$ cat src/hdl/assert_macros.svh
// Assertion macros shared by the ping-pong record buffer RTL.
// They use the clock clk_i and the active-low reset rst_ni of the module
// that includes this header.
`ifndef ASSERT_MACROS_SVH
`define ASSERT_MACROS_SVH

// The property must hold at every rising clock edge outside reset.
`define ASSERT_CLK(lbl, prop) \
  lbl: assert property (@(posedge clk_i) disable iff (!rst_ni) (prop)) \
    else $error("assertion failed");

// The condition must never be true outside reset.
`define ASSERT_NEVER(lbl, cond) \
  lbl: assert property (@(posedge clk_i) disable iff (!rst_ni) !(cond)) \
    else $error("forbidden condition seen");

`endif

$ cat src/hdl/ppr_pkg.sv
// ----------------------------------------------------------------------------
// ppr_pkg
// Types and constants of the ping-pong record buffer.
// ----------------------------------------------------------------------------
package ppr_pkg;

  localparam int unsigned HALF_RECORDS = 32;
  localparam int unsigned RECORD_BITS  = 32;
  localparam int unsigned STORE_DEPTH  = 2 * HALF_RECORDS;
  localparam int unsigned IDX_W        = 5;
  localparam int unsigned ADDR_W       = IDX_W + 1;
  localparam int unsigned LEVEL_W      = 7;
  localparam int unsigned CNT_W        = 32;
  localparam int unsigned FUNC_W       = 3;
  localparam int unsigned STATUS_W     = 2;
  localparam int unsigned REL_W        = 5;

  typedef enum logic [FUNC_W-1:0] {
    FUNC_PUSH          = 3'd0,
    FUNC_CLAIM_HALF    = 3'd1,
    FUNC_RELEASE_HALF  = 3'd2,
    FUNC_CLAIM_TAIL    = 3'd3,
    FUNC_RELEASE_TAIL  = 3'd4,
    FUNC_CLEAR_DROPPED = 3'd5
  } func_e;

  typedef enum logic [STATUS_W-1:0] {
    STATUS_OK      = 2'd0,
    STATUS_DROPPED = 2'd1,
    STATUS_EMPTY   = 2'd2
  } status_e;

  typedef enum logic {
    SEQ_IDLE = 1'b0,
    SEQ_RUN  = 1'b1
  } seq_state_e;

  // Status fields reported with every result word.
  typedef struct packed {
    logic [LEVEL_W-1:0] level;
    logic               full_res;
    logic [CNT_W-1:0]   dropped_count;
    logic [CNT_W-1:0]   written_count;
  } rpt_t;

  // Tag that travels alongside a store read.
  typedef struct packed {
    logic             half;
    logic [IDX_W-1:0] idx;
    logic             last;
  } rd_tag_t;

  // Single-word result of a function that is not a claim run.
  typedef struct packed {
    logic    load;
    status_e status;
  } imm_t;

endpackage

$ cat src/hdl/ppr_ram.sv
// ----------------------------------------------------------------------------
// ppr_ram
// Generic single-write, single-read RAM with a registered read port.
// ----------------------------------------------------------------------------
module ppr_ram #(
  parameter int unsigned WIDTH = 32,
  parameter int unsigned DEPTH = 64,
  localparam int unsigned AddrW = $clog2(DEPTH)
) (
  input  logic             clk_i,
  input  logic             we_i,
  input  logic [AddrW-1:0] waddr_i,
  input  logic [WIDTH-1:0] wdata_i,
  input  logic             re_i,
  input  logic [AddrW-1:0] raddr_i,
  output logic [WIDTH-1:0] rdata_o
);

  logic [WIDTH-1:0] mem_q [DEPTH];
  logic [WIDTH-1:0] rdata_q;

  always_ff @(posedge clk_i) begin
    if (we_i) begin
      mem_q[waddr_i] <= wdata_i;
    end
    if (re_i) begin
      rdata_q <= mem_q[raddr_i];
    end
  end

  assign rdata_o = rdata_q;

endmodule

$ cat src/hdl/ppr_ctrl.sv
// ----------------------------------------------------------------------------
// ppr_ctrl
// Fill and flush bookkeeping, counters and the claim-run read sequencer.
// ----------------------------------------------------------------------------
`include "assert_macros.svh"

module ppr_ctrl (
  input  logic                                 clk_i,
  input  logic                                 rst_ni,
  input  logic                                 in_valid_i,
  input  logic [ppr_pkg::FUNC_W-1:0]           func_i,
  input  logic [ppr_pkg::RECORD_BITS-1:0]      record_in_i,
  input  logic [ppr_pkg::REL_W-1:0]            release_count_i,
  input  logic                                 advance_i,
  output logic                                 in_stall_o,
  output logic                                 ram_we_o,
  output logic [ppr_pkg::ADDR_W-1:0]           ram_waddr_o,
  output logic [ppr_pkg::RECORD_BITS-1:0]      ram_wdata_o,
  output logic                                 ram_re_o,
  output logic [ppr_pkg::ADDR_W-1:0]           ram_raddr_o,
  output logic                                 rd_valid_o,
  output ppr_pkg::rd_tag_t                     rd_tag_o,
  output ppr_pkg::imm_t                        imm_o,
  output ppr_pkg::rpt_t                        rpt_o
);

  import ppr_pkg::*;

  localparam logic [IDX_W-1:0]   LastIdx  = IDX_W'(HALF_RECORDS - 1);
  localparam logic [LEVEL_W-1:0] HalfLvl  = LEVEL_W'(HALF_RECORDS);

  seq_state_e       state_q, state_d;
  logic [IDX_W-1:0] fill_q, fill_d;
  logic             filling_q, filling_d;
  logic [1:0]       flags_q, flags_d;
  logic             flush_q, flush_d;
  logic [CNT_W-1:0] drop_q, drop_d;
  logic [CNT_W-1:0] written_q, written_d;
  logic             run_half_q, run_half_d;
  logic [IDX_W-1:0] run_idx_q, run_idx_d;
  logic [IDX_W-1:0] run_last_q, run_last_d;
  logic             rd_valid_q, rd_valid_d;
  rd_tag_t          rd_tag_q, rd_tag_d;

  logic accept;
  logic start_run;
  logic run_done;

  assign accept   = in_valid_i && !in_stall_o;
  assign run_done = advance_i && (run_idx_q == run_last_q);

  // Architectural state update and run setup.
  always_comb begin
    fill_d     = fill_q;
    filling_d  = filling_q;
    flags_d    = flags_q;
    flush_d    = flush_q;
    drop_d     = drop_q;
    written_d  = written_q;
    run_half_d = run_half_q;
    run_last_d = run_last_q;
    start_run  = 1'b0;
    imm_o      = '{load: 1'b0, status: STATUS_OK};
    ram_we_o   = 1'b0;
    ram_waddr_o = {filling_q, fill_q};
    ram_wdata_o = record_in_i;
    if (accept) begin
      imm_o.load = 1'b1;
      unique case (func_e'(func_i))
        FUNC_PUSH: begin
          if (flags_q[filling_q]) begin
            drop_d       = drop_q + CNT_W'(1);
            imm_o.status = STATUS_DROPPED;
          end else begin
            ram_we_o = 1'b1;
            if (fill_q == LastIdx) begin
              flags_d[filling_q] = 1'b1;
              filling_d          = !filling_q;
              fill_d             = '0;
            end else begin
              fill_d = fill_q + IDX_W'(1);
            end
          end
        end
        FUNC_CLAIM_HALF: begin
          if (!flags_q[flush_q]) begin
            imm_o.status = STATUS_EMPTY;
          end else begin
            imm_o.load = 1'b0;
            start_run  = 1'b1;
            run_half_d = flush_q;
            run_last_d = LastIdx;
          end
        end
        FUNC_RELEASE_HALF: begin
          written_d        = written_q + CNT_W'(HALF_RECORDS);
          flags_d[flush_q] = 1'b0;
          flush_d          = !flush_q;
        end
        FUNC_CLAIM_TAIL: begin
          if (fill_q == '0) begin
            imm_o.status = STATUS_EMPTY;
          end else begin
            imm_o.load = 1'b0;
            start_run  = 1'b1;
            run_half_d = filling_q;
            run_last_d = fill_q - IDX_W'(1);
          end
        end
        FUNC_RELEASE_TAIL: begin
          written_d = written_q + CNT_W'(release_count_i);
          fill_d    = '0;
        end
        FUNC_CLEAR_DROPPED: begin
          drop_d = '0;
        end
        default: begin
        end
      endcase
    end
  end

  // Sequencer next state.
  always_comb begin
    state_d = state_q;
    unique case (state_q)
      SEQ_IDLE: if (start_run) state_d = SEQ_RUN;
      SEQ_RUN:  if (run_done) state_d = SEQ_IDLE;
      default:  state_d = SEQ_IDLE;
    endcase
  end

  // Sequencer outputs. A read is issued only when the stage after the RAM
  // register can move, so the RAM register doubles as a pipeline stage.
  always_comb begin
    in_stall_o = 1'b1;
    ram_re_o   = 1'b0;
    run_idx_d  = run_idx_q;
    unique case (state_q)
      SEQ_IDLE: begin
        in_stall_o = rd_valid_q || !advance_i;
        if (start_run) run_idx_d = '0;
      end
      SEQ_RUN: begin
        ram_re_o = advance_i;
        if (advance_i) run_idx_d = run_idx_q + IDX_W'(1);
      end
      default: begin
      end
    endcase
  end

  assign ram_raddr_o = {run_half_q, run_idx_q};

  always_comb begin
    rd_valid_d = rd_valid_q;
    rd_tag_d   = rd_tag_q;
    if (advance_i) begin
      rd_valid_d = ram_re_o;
      rd_tag_d   = '{half: run_half_q, idx: run_idx_q, last: run_idx_q == run_last_q};
    end
  end

  always_ff @(posedge clk_i or negedge rst_ni) begin
    if (!rst_ni) begin
      state_q    <= SEQ_IDLE;
      fill_q     <= '0;
      filling_q  <= 1'b0;
      flags_q    <= '0;
      flush_q    <= 1'b0;
      drop_q     <= '0;
      written_q  <= '0;
      rd_valid_q <= 1'b0;
    end else begin
      state_q    <= state_d;
      fill_q     <= fill_d;
      filling_q  <= filling_d;
      flags_q    <= flags_d;
      flush_q    <= flush_d;
      drop_q     <= drop_d;
      written_q  <= written_d;
      rd_valid_q <= rd_valid_d;
    end
  end

  always_ff @(posedge clk_i) begin
    run_half_q <= run_half_d;
    run_idx_q  <= run_idx_d;
    run_last_q <= run_last_d;
    rd_tag_q   <= rd_tag_d;
  end

  // The report reflects the state after the current word is applied; during
  // a run nothing changes, so the same logic serves run results.
  always_comb begin
    rpt_o.level = LEVEL_W'(fill_d);
    if (flags_d[0]) rpt_o.level = rpt_o.level + HalfLvl;
    if (flags_d[1]) rpt_o.level = rpt_o.level + HalfLvl;
    rpt_o.full_res      = flags_d[filling_d];
    rpt_o.dropped_count = drop_d;
    rpt_o.written_count = written_d;
  end

  assign rd_valid_o = rd_valid_q;
  assign rd_tag_o   = rd_tag_q;

  // No push may land in the store while a claim run still reads it.
  `ASSERT_NEVER(a_no_write_during_run, ram_we_o && (state_q == SEQ_RUN || rd_valid_q))
  `ASSERT_CLK(a_run_idx_bound, (state_q == SEQ_RUN) |-> (run_idx_q <= run_last_q))
  `ASSERT_CLK(a_read_held_on_stall, (rd_valid_q && !advance_i) |=> (rd_valid_q && $stable(rd_tag_q)))

endmodule

$ cat src/hdl/ping_pong_record_buffer.sv
// ----------------------------------------------------------------------------
// ping_pong_record_buffer
// Two-half ping-pong record buffer with claim runs and drop/written counters.
// ----------------------------------------------------------------------------
//
//   Channel  Direction  Handshake                 Payload
//   in       to block   in_valid_i / in_stall_o   func_i, record_in_i, release_count_i
//   out      from block out_valid_o / out_stall_i status_o ... written_count_o
//
// The result word of a push, release or clear is registered.
// A claim run delivers one record per cycle while the output does not stall,
// set by the single read port of the record store; the next word is taken
// once the last record has left the store read register.
// Reset clears the sequencer state, fill and flush state, counters and valid flags; the record store is not cleared.
// A stall on the output holds the store read and the output register in place.
`include "assert_macros.svh"

module ping_pong_record_buffer (
  input  logic                                 clk_i,
  input  logic                                 rst_ni,
  input  logic                                 in_valid_i,
  output logic                                 in_stall_o,
  input  logic [ppr_pkg::FUNC_W-1:0]           func_i,
  input  logic [ppr_pkg::RECORD_BITS-1:0]      record_in_i,
  input  logic [ppr_pkg::REL_W-1:0]            release_count_i,
  output logic                                 out_valid_o,
  input  logic                                 out_stall_i,
  output logic [ppr_pkg::STATUS_W-1:0]         status_o,
  output logic [ppr_pkg::RECORD_BITS-1:0]      record_out_o,
  output logic                                 half_sel_o,
  output logic [ppr_pkg::IDX_W-1:0]            record_index_o,
  output logic                                 last_o,
  output logic [ppr_pkg::LEVEL_W-1:0]          level_o,
  output logic                                 full_res_o,
  output logic [ppr_pkg::CNT_W-1:0]            dropped_count_o,
  output logic [ppr_pkg::CNT_W-1:0]            written_count_o
);

  import ppr_pkg::*;

  logic                   advance;
  logic                   ram_we;
  logic [ADDR_W-1:0]      ram_waddr;
  logic [RECORD_BITS-1:0] ram_wdata;
  logic                   ram_re;
  logic [ADDR_W-1:0]      ram_raddr;
  logic [RECORD_BITS-1:0] ram_rdata;
  logic                   rd_valid;
  rd_tag_t                rd_tag;
  imm_t                   imm;
  rpt_t                   rpt;

  logic                   out_valid_q, out_valid_d;
  status_e                status_q, status_d;
  logic [RECORD_BITS-1:0] record_q, record_d;
  rd_tag_t                tag_q, tag_d;
  rpt_t                   rpt_q, rpt_d;

  assign advance = !out_valid_q || !out_stall_i;

  ppr_ctrl u_ctrl (
    .clk_i           (clk_i),
    .rst_ni          (rst_ni),
    .in_valid_i      (in_valid_i),
    .func_i          (func_i),
    .record_in_i     (record_in_i),
    .release_count_i (release_count_i),
    .advance_i       (advance),
    .in_stall_o      (in_stall_o),
    .ram_we_o        (ram_we),
    .ram_waddr_o     (ram_waddr),
    .ram_wdata_o     (ram_wdata),
    .ram_re_o        (ram_re),
    .ram_raddr_o     (ram_raddr),
    .rd_valid_o      (rd_valid),
    .rd_tag_o        (rd_tag),
    .imm_o           (imm),
    .rpt_o           (rpt)
  );

  ppr_ram #(
    .WIDTH (RECORD_BITS),
    .DEPTH (STORE_DEPTH)
  ) u_store (
    .clk_i   (clk_i),
    .we_i    (ram_we),
    .waddr_i (ram_waddr),
    .wdata_i (ram_wdata),
    .re_i    (ram_re),
    .raddr_i (ram_raddr),
    .rdata_o (ram_rdata)
  );

  // Output register: a store record of a run or a single result word.
  always_comb begin
    out_valid_d = out_valid_q;
    status_d    = status_q;
    record_d    = record_q;
    tag_d       = tag_q;
    rpt_d       = rpt_q;
    if (advance) begin
      out_valid_d = rd_valid || imm.load;
      rpt_d       = rpt;
      if (rd_valid) begin
        status_d = STATUS_OK;
        record_d = ram_rdata;
        tag_d    = rd_tag;
      end else begin
        status_d = imm.status;
        record_d = '0;
        tag_d    = '{half: 1'b0, idx: '0, last: 1'b1};
      end
    end
  end

  always_ff @(posedge clk_i or negedge rst_ni) begin
    if (!rst_ni) begin
      out_valid_q <= 1'b0;
    end else begin
      out_valid_q <= out_valid_d;
    end
  end

  always_ff @(posedge clk_i) begin
    status_q <= status_d;
    record_q <= record_d;
    tag_q    <= tag_d;
    rpt_q    <= rpt_d;
  end

  assign out_valid_o     = out_valid_q;
  assign status_o        = status_q;
  assign record_out_o    = record_q;
  assign half_sel_o      = tag_q.half;
  assign record_index_o  = tag_q.idx;
  assign last_o          = tag_q.last;
  assign level_o         = rpt_q.level;
  assign full_res_o      = rpt_q.full_res;
  assign dropped_count_o = rpt_q.dropped_count;
  assign written_count_o = rpt_q.written_count;

  // A store record and a single result word never compete for the register.
  `ASSERT_NEVER(a_one_source, rd_valid && imm.load)
  `ASSERT_CLK(a_no_accept_while_reading, rd_valid |-> in_stall_o)

endmodule
$ cat config.mk
export PLATFORM = sky130hd
export DESIGN_NAME = ping_pong_record_buffer
export DESIGN_NICKNAME = d
export VERILOG_FILES = /design/src/hdl/ppr_pkg.sv /design/src/hdl/ppr_ram.sv /design/src/hdl/ppr_ctrl.sv /design/src/hdl/ping_pong_record_buffer.sv
export VERILOG_INCLUDE_DIRS = /design/src /design/src/hdl
export SDC_FILE = /design/constraint.sdc
export NUM_CORES = 2
export LEC_CHECK = 0
export BUFFER_PORTS_ARGS = -buffer_cell sky130_fd_sc_hd__buf_2
export CAP_MARGIN = 5
export CORE_MARGIN = 2
export CORE_UTILIZATION = 36
export CTS_CLUSTER_DIAMETER = 60
export DETAILED_ROUTE_END_ITERATION = 10
export PLACE_DENSITY_LB_ADDON = 0.1
export SYNTH_ARGS = -nofsm -noshare
export SYNTH_HDL_FRONTEND = slang
export SYNTH_SLANG_ARGS = --single-unit
$ cat constraint.sdc
create_clock -name clk_i -period 13.3 [get_ports clk_i]
set_input_delay 0 -clock clk_i [delete_from_list [all_inputs] [get_ports clk_i]]
set_output_delay 0 -clock clk_i [all_outputs]
set_load 0.05 [all_outputs]
## After elaboration in Yosys (flattened, before gate mapping)

Memories as Yosys holds them, arrays and structs flattened. A register that Yosys moved wholly into a read port is not among the register bits.
Index checks and enable logic that the tools add are counted.

- Add/sub/neg operators: 8
- Mux-type cells: 60
- Reductions and logical operators: 20
- Eq/ne operators: 11
- Shifts and indexed selects: 0
- Magnitude comparators: 5
- Bitwise logic cells: 5
- Multipliers: 0
- Divide/modulo/power cells: 0

Operators with widths:

| operator | count |
|---|---|
| 32-bit one-hot mux with 2 select lines | 2 |
| 32-bit 2-to-1 mux | 3 |
| 5-bit 2-to-1 mux | 7 |
| 32-bit by 1-bit adder with 32-bit output (second input constant) | 1 |
| 32-bit by 5-bit adder with 32-bit output | 1 |
| 32-bit by 6-bit adder with 32-bit output (second input constant) | 1 |
| 5-bit one-hot mux with 2 select lines | 3 |
| 1-bit 2-to-1 mux | 29 |
| 7-bit 2-to-1 mux | 2 |
| 5-bit by 1-bit adder with 5-bit output (second input constant) | 2 |
| 2-bit 2-to-1 mux | 5 |
| 1-bit one-hot mux with 2 select lines | 4 |
| 5-bit by 6-bit adder with 7-bit output (second input constant) | 1 |
| 7-bit by 6-bit adder with 7-bit output (second input constant) | 1 |
| 3-bit by 2-bit == test with 1-bit output (second input constant) | 2 |
| 3-bit == test (second input constant) | 2 |
| 1-bit logical NOT | 6 |
| 1-bit by 2-bit less-than comparator with 1-bit output (second input constant) | 3 |
| 2-bit by 1-bit != test with 1-bit output (second input constant) | 3 |
| 2-bit one-hot mux with 3 select lines | 1 |
| 5-bit == test | 1 |
| 5-bit == test (second input constant) | 1 |
| 5-bit logical NOT | 1 |
| 5-bit by 1-bit subtractor with 5-bit output (second input constant) | 1 |
| other kinds (17) | 26 |

- RAM bits: 2,048
- Memories kept: 1
- Latch bits: 0
- Register bits: 207
- Input port bits: 44
- Memory bits (read-only): 0

Memory list:

| memory | depth | bits a word | read ports | clocked after Yosys merged registers in | wr ports | RTL line | source |
|---|---|---|---|---|---|---|---|
| u_store.mem_q | 64 | 32 | 1 | 1 | 1 | ppr_ram.sv:19 | `logic [WIDTH-1:0] mem_q [DEPTH];` |

## Longest topological paths before layout

- Depth after elaboration: 12
- Depth in mapped cells: 8
- Gate-level depth less buffers: 8

## By module

A second synthesis with hierarchy kept.

- Cell total of the unflattened synthesis: 4,066
- Area, all modules: 88,250.9 µm²

Modules (own cells, without submodules):

| module | area an instance (µm²) | cells an instance | times used |
|---|---|---|---|
| ppr_ram | 78,835.6 | 3,324 | 1 |
| ppr_ctrl | 5,699.2 | 581 | 1 |
| ping_pong_record_buffer | 3,716.1 | 161 | 1 |

## Worst setup path after synthesis

No wires, ideal clock.

- Path type: register -> register
- Start point: register out_valid_q (netlist: out_valid_o)
- End point: register u_store.rdata_q[0] (netlist: u_store.rdata_o[0]) (read register of u_store.mem_q) (enable)
- Required time: 12.913 ns
- Path slack: 8.523 ns
- Library setup time: 0.387 ns
- Arrival: 4.391 ns
- Clock period less this slack: 4.777 ns
- Stages on the path, launching flop included: 4
- Buffers on the path: 0
- Cell sequence: dfrtp_1 nand2_1 nand2_1 inv_1

- Word-level cells in the longest chain between the ends: 3

RTL lines:

| element | RTL line | source |
|---|---|---|
| start, declared | ping_pong_record_buffer.sv:53 | `logic out_valid_q, out_valid_d;` |
| start signal, assigned | ping_pong_record_buffer.sv:120 | `out_valid_q <= out_valid_d;` |
| 1-bit logical NOT | ping_pong_record_buffer.sv:59 | `assign advance = !out_valid_q \|\| !out_stall_i;` |
| 1-bit logical OR | ping_pong_record_buffer.sv:59 |  |
| named net advance | ping_pong_record_buffer.sv:41 | `logic advance;` |
| 1-bit 2-to-1 mux | ppr_ctrl.sv:139 | `unique case (state_q)` |
| named net ram_re | ping_pong_record_buffer.sv:45 | `logic ram_re;` |
| end, declared | ppr_ram.sv:20 | `logic [WIDTH-1:0] rdata_q;` |

The timed path passes the listed nets, and every way through them passes these cells.
A chain may end at the register's enable or synchronous reset.

==> results.md <==
- The floorplan step set the die height to 497 um.
- Clock-pin slew was measured on the worst setup and hold paths at 0.06 ns.
- For this run, the number of Yosys warnings is 0.
- The worst slew margin relative to its limit is 0.143.
- During placement, the flow inserted port buffers numbering 158.
- The iteration-0 DRC count of the detailed router is 4616.
- By area the synthesized netlist is led by edfxtp_1 (76%), mux4_2 (13%), dfrtp_1 (2.2%).
- The H-tree depth is 4.
- Leaving out filler cells and counting taps, the final layout contains 7826.
- The core region is 241000 um2.
- STA classifies the critical path startpoint as a register.
- The number of global-route vias before repair came to 44000.
- The footprint of the multi-input gates is 18600 um2.
- The synthesized netlist occupies a cell area of 87300 um2.
- Traced cell by cell, the critical path runs through buf_12 > buf_12 > buf_4 > buf_4 > mux4_2 > a221oi_1 > o21ai_0 > buf_4 > a22o_1.
- For this run, the total global-route usage over all layers was measured as 0.208.
- The sum of negative setup slack is 0 ns.
- Hold is met by 0.203 ns.
- For this run, the slowest stage of the critical path takes 0.85 ns.
- The combined flip-flop and latch cell area is 68300 um2.
- Counting tap cells, the placed design contains a total of 7317 instances.
- The global-route wire length before repair is 356 mm.
- The number of nets in the final layout is 4484.
- After synthesis, the most frequently instantiated cells are edfxtp_1 (2211), mux4_2 (512), o21ai_0 (121).
- The average footprint of a synthesized cell is 21.7 um2.
- STA classifies the critical path endpoint as a register.
- Counting stages on the worst path, the most repeated cell is buf_4.
- The largest net degree at the start of global routing is 101.
- After technology mapping, the gate count stands at 4022.
- The maximum clock skew at final layout is 0.0294 ns.
- Summed over all layers, the global routing overflow is 0.
- Derived from the worst setup path, the maximum achievable clock frequency is 207 MHz.
- Setup violations remaining at the end of the flow were counted as 0.
- Once detailed placement completed, the half-perimeter wirelength came to 143 mm.
- The number of buffers and inverters on the critical path is 5.
- The synthesized net count is 4079.
- The critical path data arrival time is 5.46 ns.
- The detailed-route wire length is 257 mm.
- The die span in x is 497 um.
- The die covers 247000 um2.
- The critical-path maximum fanout is 78.
- The detailed router placed 43200 vias in this run.
- After clock tree synthesis, the setup repair step added 0 buffers.
- The synthesized design contains 2211 enable-type register cells.
- The share of Yosys cell area claimed by the top area cell type is 0.760.
- The CTS tree is done.
- The number of buffers on the longest clock path is 3.
- The largest area contributor in the synthesized netlist is edfxtp_1.
- The detailed-route DRC error count is 0.
- The routed via count divided by cell count is 5.52.
- The worst hold-check path type is input port to register.
- The clock root buffer is clkbuf_16.
- On the critical path the largest part of the delay comes from buffers and inverters.
- The I/O pin total is 159.
- The synthesized netlist contains 70 unique library cells.
- The synthesis-to-layout area growth is 16.2%.
- Once detail routing completed, the nets flagged for antenna violations numbered 0.
- The part of the cycle the worst path needs is 0.363.
- The total power of the final layout is 0.0195 W.
- The most used flip-flop cell after synthesis is edfxtp_1.
- The number of iterations in the first detailed-routing pass is 5.
- The worst path in the final design needs a cycle of 4.83 ns, including I/O delays and setup.
- The share of the core filled with cells in the final layout is 0.421.
- Of the cells placed in the final design, the portion with a size suffix greater than 1 is 0.274.
- Dividing total power by cell area gives a power density of 192 nW/um2.
- Dividing the detail-routed wire length by the instance count gives 32.9 um.
- The run finished with clean final reports.
- The final weighted congestion in routability-driven placement is 0.766.
- The number of fill cells in the layout is 21000.
- Setup repair after global routing left no endpoint under its margin.
- Counting flops and latches in the post-synthesis netlist gives 2287.
- The cell at the slowest stage of the critical path is buf_4.
- Of the synthesized area, sequential elements account for 0.782.
- The initial antenna violation count was 20.
- After floorplanning, the core was divided into 180 placement rows.
- The kind of critical path is register to register.
- The final number of max-transition violations is 0.
- In the synthesized netlist the async set-or-reset flop fraction comes to 0.0332.
- The tool flagged a number of max-cap violations equal to 0.
- Across the VDD grid, the largest voltage drop is 0.150 mV.
- In this run, CTS created clock tree buffers numbering 239.
- The most frequent cell after synthesis is edfxtp_1.
- The total leakage power is 32.2 nW.
- The clock latency on the worst-skew pair is 0.88 ns.
- The number of clock sinks seen by CTS is 2287.
- For the pin with the worst max-slew slack, the measured transition is 1.27 ns.
- For the worst setup path, the data required time is 13.93 ns.
- For this configuration, the core starts out at a cell density of 0.362.
- The number of endpoints with negative hold slack in the final report is 0.
[registers in the layout, indices dropped and copies added, names as in the netlist, 7 cells and up]
register,count
u_ctrl.written_q,32
u_store.rdata_o,32
record_out_o,32
dropped_count_o,32
level_o,7
written_count_o,32
u_ctrl.rd_tag_o,7
u_ctrl.drop_q,32
u_store.mem_q,2048
[logic make-up (layout without fill, tap and decap cells)]
| logic type | count (synthesis) | in the layout | synth area share |
|---|---|---|---|
| flops | 2287 | 2287 | 0.782 |
| simple gates | 430 | 430 | 0.0243 |
| buf+inv | 238 | 850 | 0.0112 |
| mux | 621 | 621 | 0.145 |
| fa+ha+maj | 13 | 13 | 0.00195 |
| xor+xnor | 40 | 40 | 0.00401 |
| compound gates | 393 | 393 | 0.0321 |
| other cells | 0 | 7 | 0 |
[stage by stage]
stage	setup slack (ns)	cell area, um2
5_1_grt	7.99	101000
4_1_cts	8.20	101000
2_1_floorplan	8.52	87300
3_3_place_gp	8.27	93100
6_report	8.47	101000
3_5_place_dp	8.21	93100
[worst reg2reg max path, cell delays in order (launching register included)]
cell      delay (ns)
edfxtp_1        0.40
buf_12          0.49
buf_12          0.61
buf_4           0.86
buf_4           0.84
mux4_2          0.60
a221oi_1        0.29
o21ai_0         0.15
buf_4           0.18
a22o_1          0.17
[path summary, 6_finish.rpt]
check	from	endpoint	slack, ns	cells after the start
setup / recovery	u_ctrl.run_idx_q[0]	u_store.rdata_o[23]	8.47	9
setup reg to reg	u_ctrl.run_idx_q[0]	u_store.rdata_o[23]	8.47	9
min in group asynchronous	rst_ni	u_ctrl.drop_q[30]	0.22	4
hold reg to reg	u_ctrl.written_q[31]	u_ctrl.written_q[31]	0.47	1
max in group asynchronous	rst_ni	u_ctrl.rd_valid_o	12.71	4
hold / removal	release_count_i[1]	u_ctrl.written_q[1]	0.20	5
[cell type report]
type | count | area share
diodes | 7 | 0.000173
well taps | 3185 | 0.0393
clock buffers | 310 | 0.0635
multi-input cells | 1497 | 0.184
inverters | 24 | 0.000900
flip-flops and latches | 2287 | 0.673
repair buffers | 378 | 0.0262
clock inverters | 138 | 0.0132
[repair_timing]
| action | in CTS | in global routing |
|---|---|---|
| endpoints found under the hold margin | 2239 | 0 |
| hold buffers | 53 | 0 |
| gates resized for setup | 0 | 0 |
[cell usage in the layout, fill, tap and decap left out, types with 23 or more instances in the layout]
| cell type | count |
|---|---|
| nand3_1 | 63 |
| mux4_2 | 512 |
| bufinv_16 | 23 |
| nor2_4 | 66 |
| edfxtp_1 | 2211 |
| nor2_1 | 37 |
| buf_4 | 162 |
| clkinv_1 | 58 |
| mux2i_1 | 107 |
| dlygate4sd3_1 | 52 |
| nand2_1 | 117 |
| clkinv_2 | 37 |
| o21ai_0 | 105 |
| a22o_1 | 35 |
| clkbuf_16 | 244 |
| a221oi_1 | 80 |
| and2_1 | 47 |
| buf_2 | 157 |
| a22oi_1 | 57 |
| clkbuf_1 | 57 |
| dfrtp_1 | 75 |
[layer usage]
metal / wire, um / share of wire / GRT usage / up-vias
met5: 7 / 0.000027 / 0 / -
met4: 4710 / 0.018 / 0.0427 / 2
met3: 16200 / 0.063 / 0.0371 / 317
met2: 125000 / 0.48 / 0.339 / 1431
met1: 112000 / 0.43 / 0.293 / 23600
li1: - / - / - / 17800
[where the power goes]
group	total [W]	switching [W]	internal [W]
Clock	0.00668	0.00283	0.00385
Combinational	0.00442	0.00284	0.00159
Sequential	0.00838	0.000187	0.00819
Total	0.0195	0.00585	0.0136
Power figures use the tool's default switching activity.
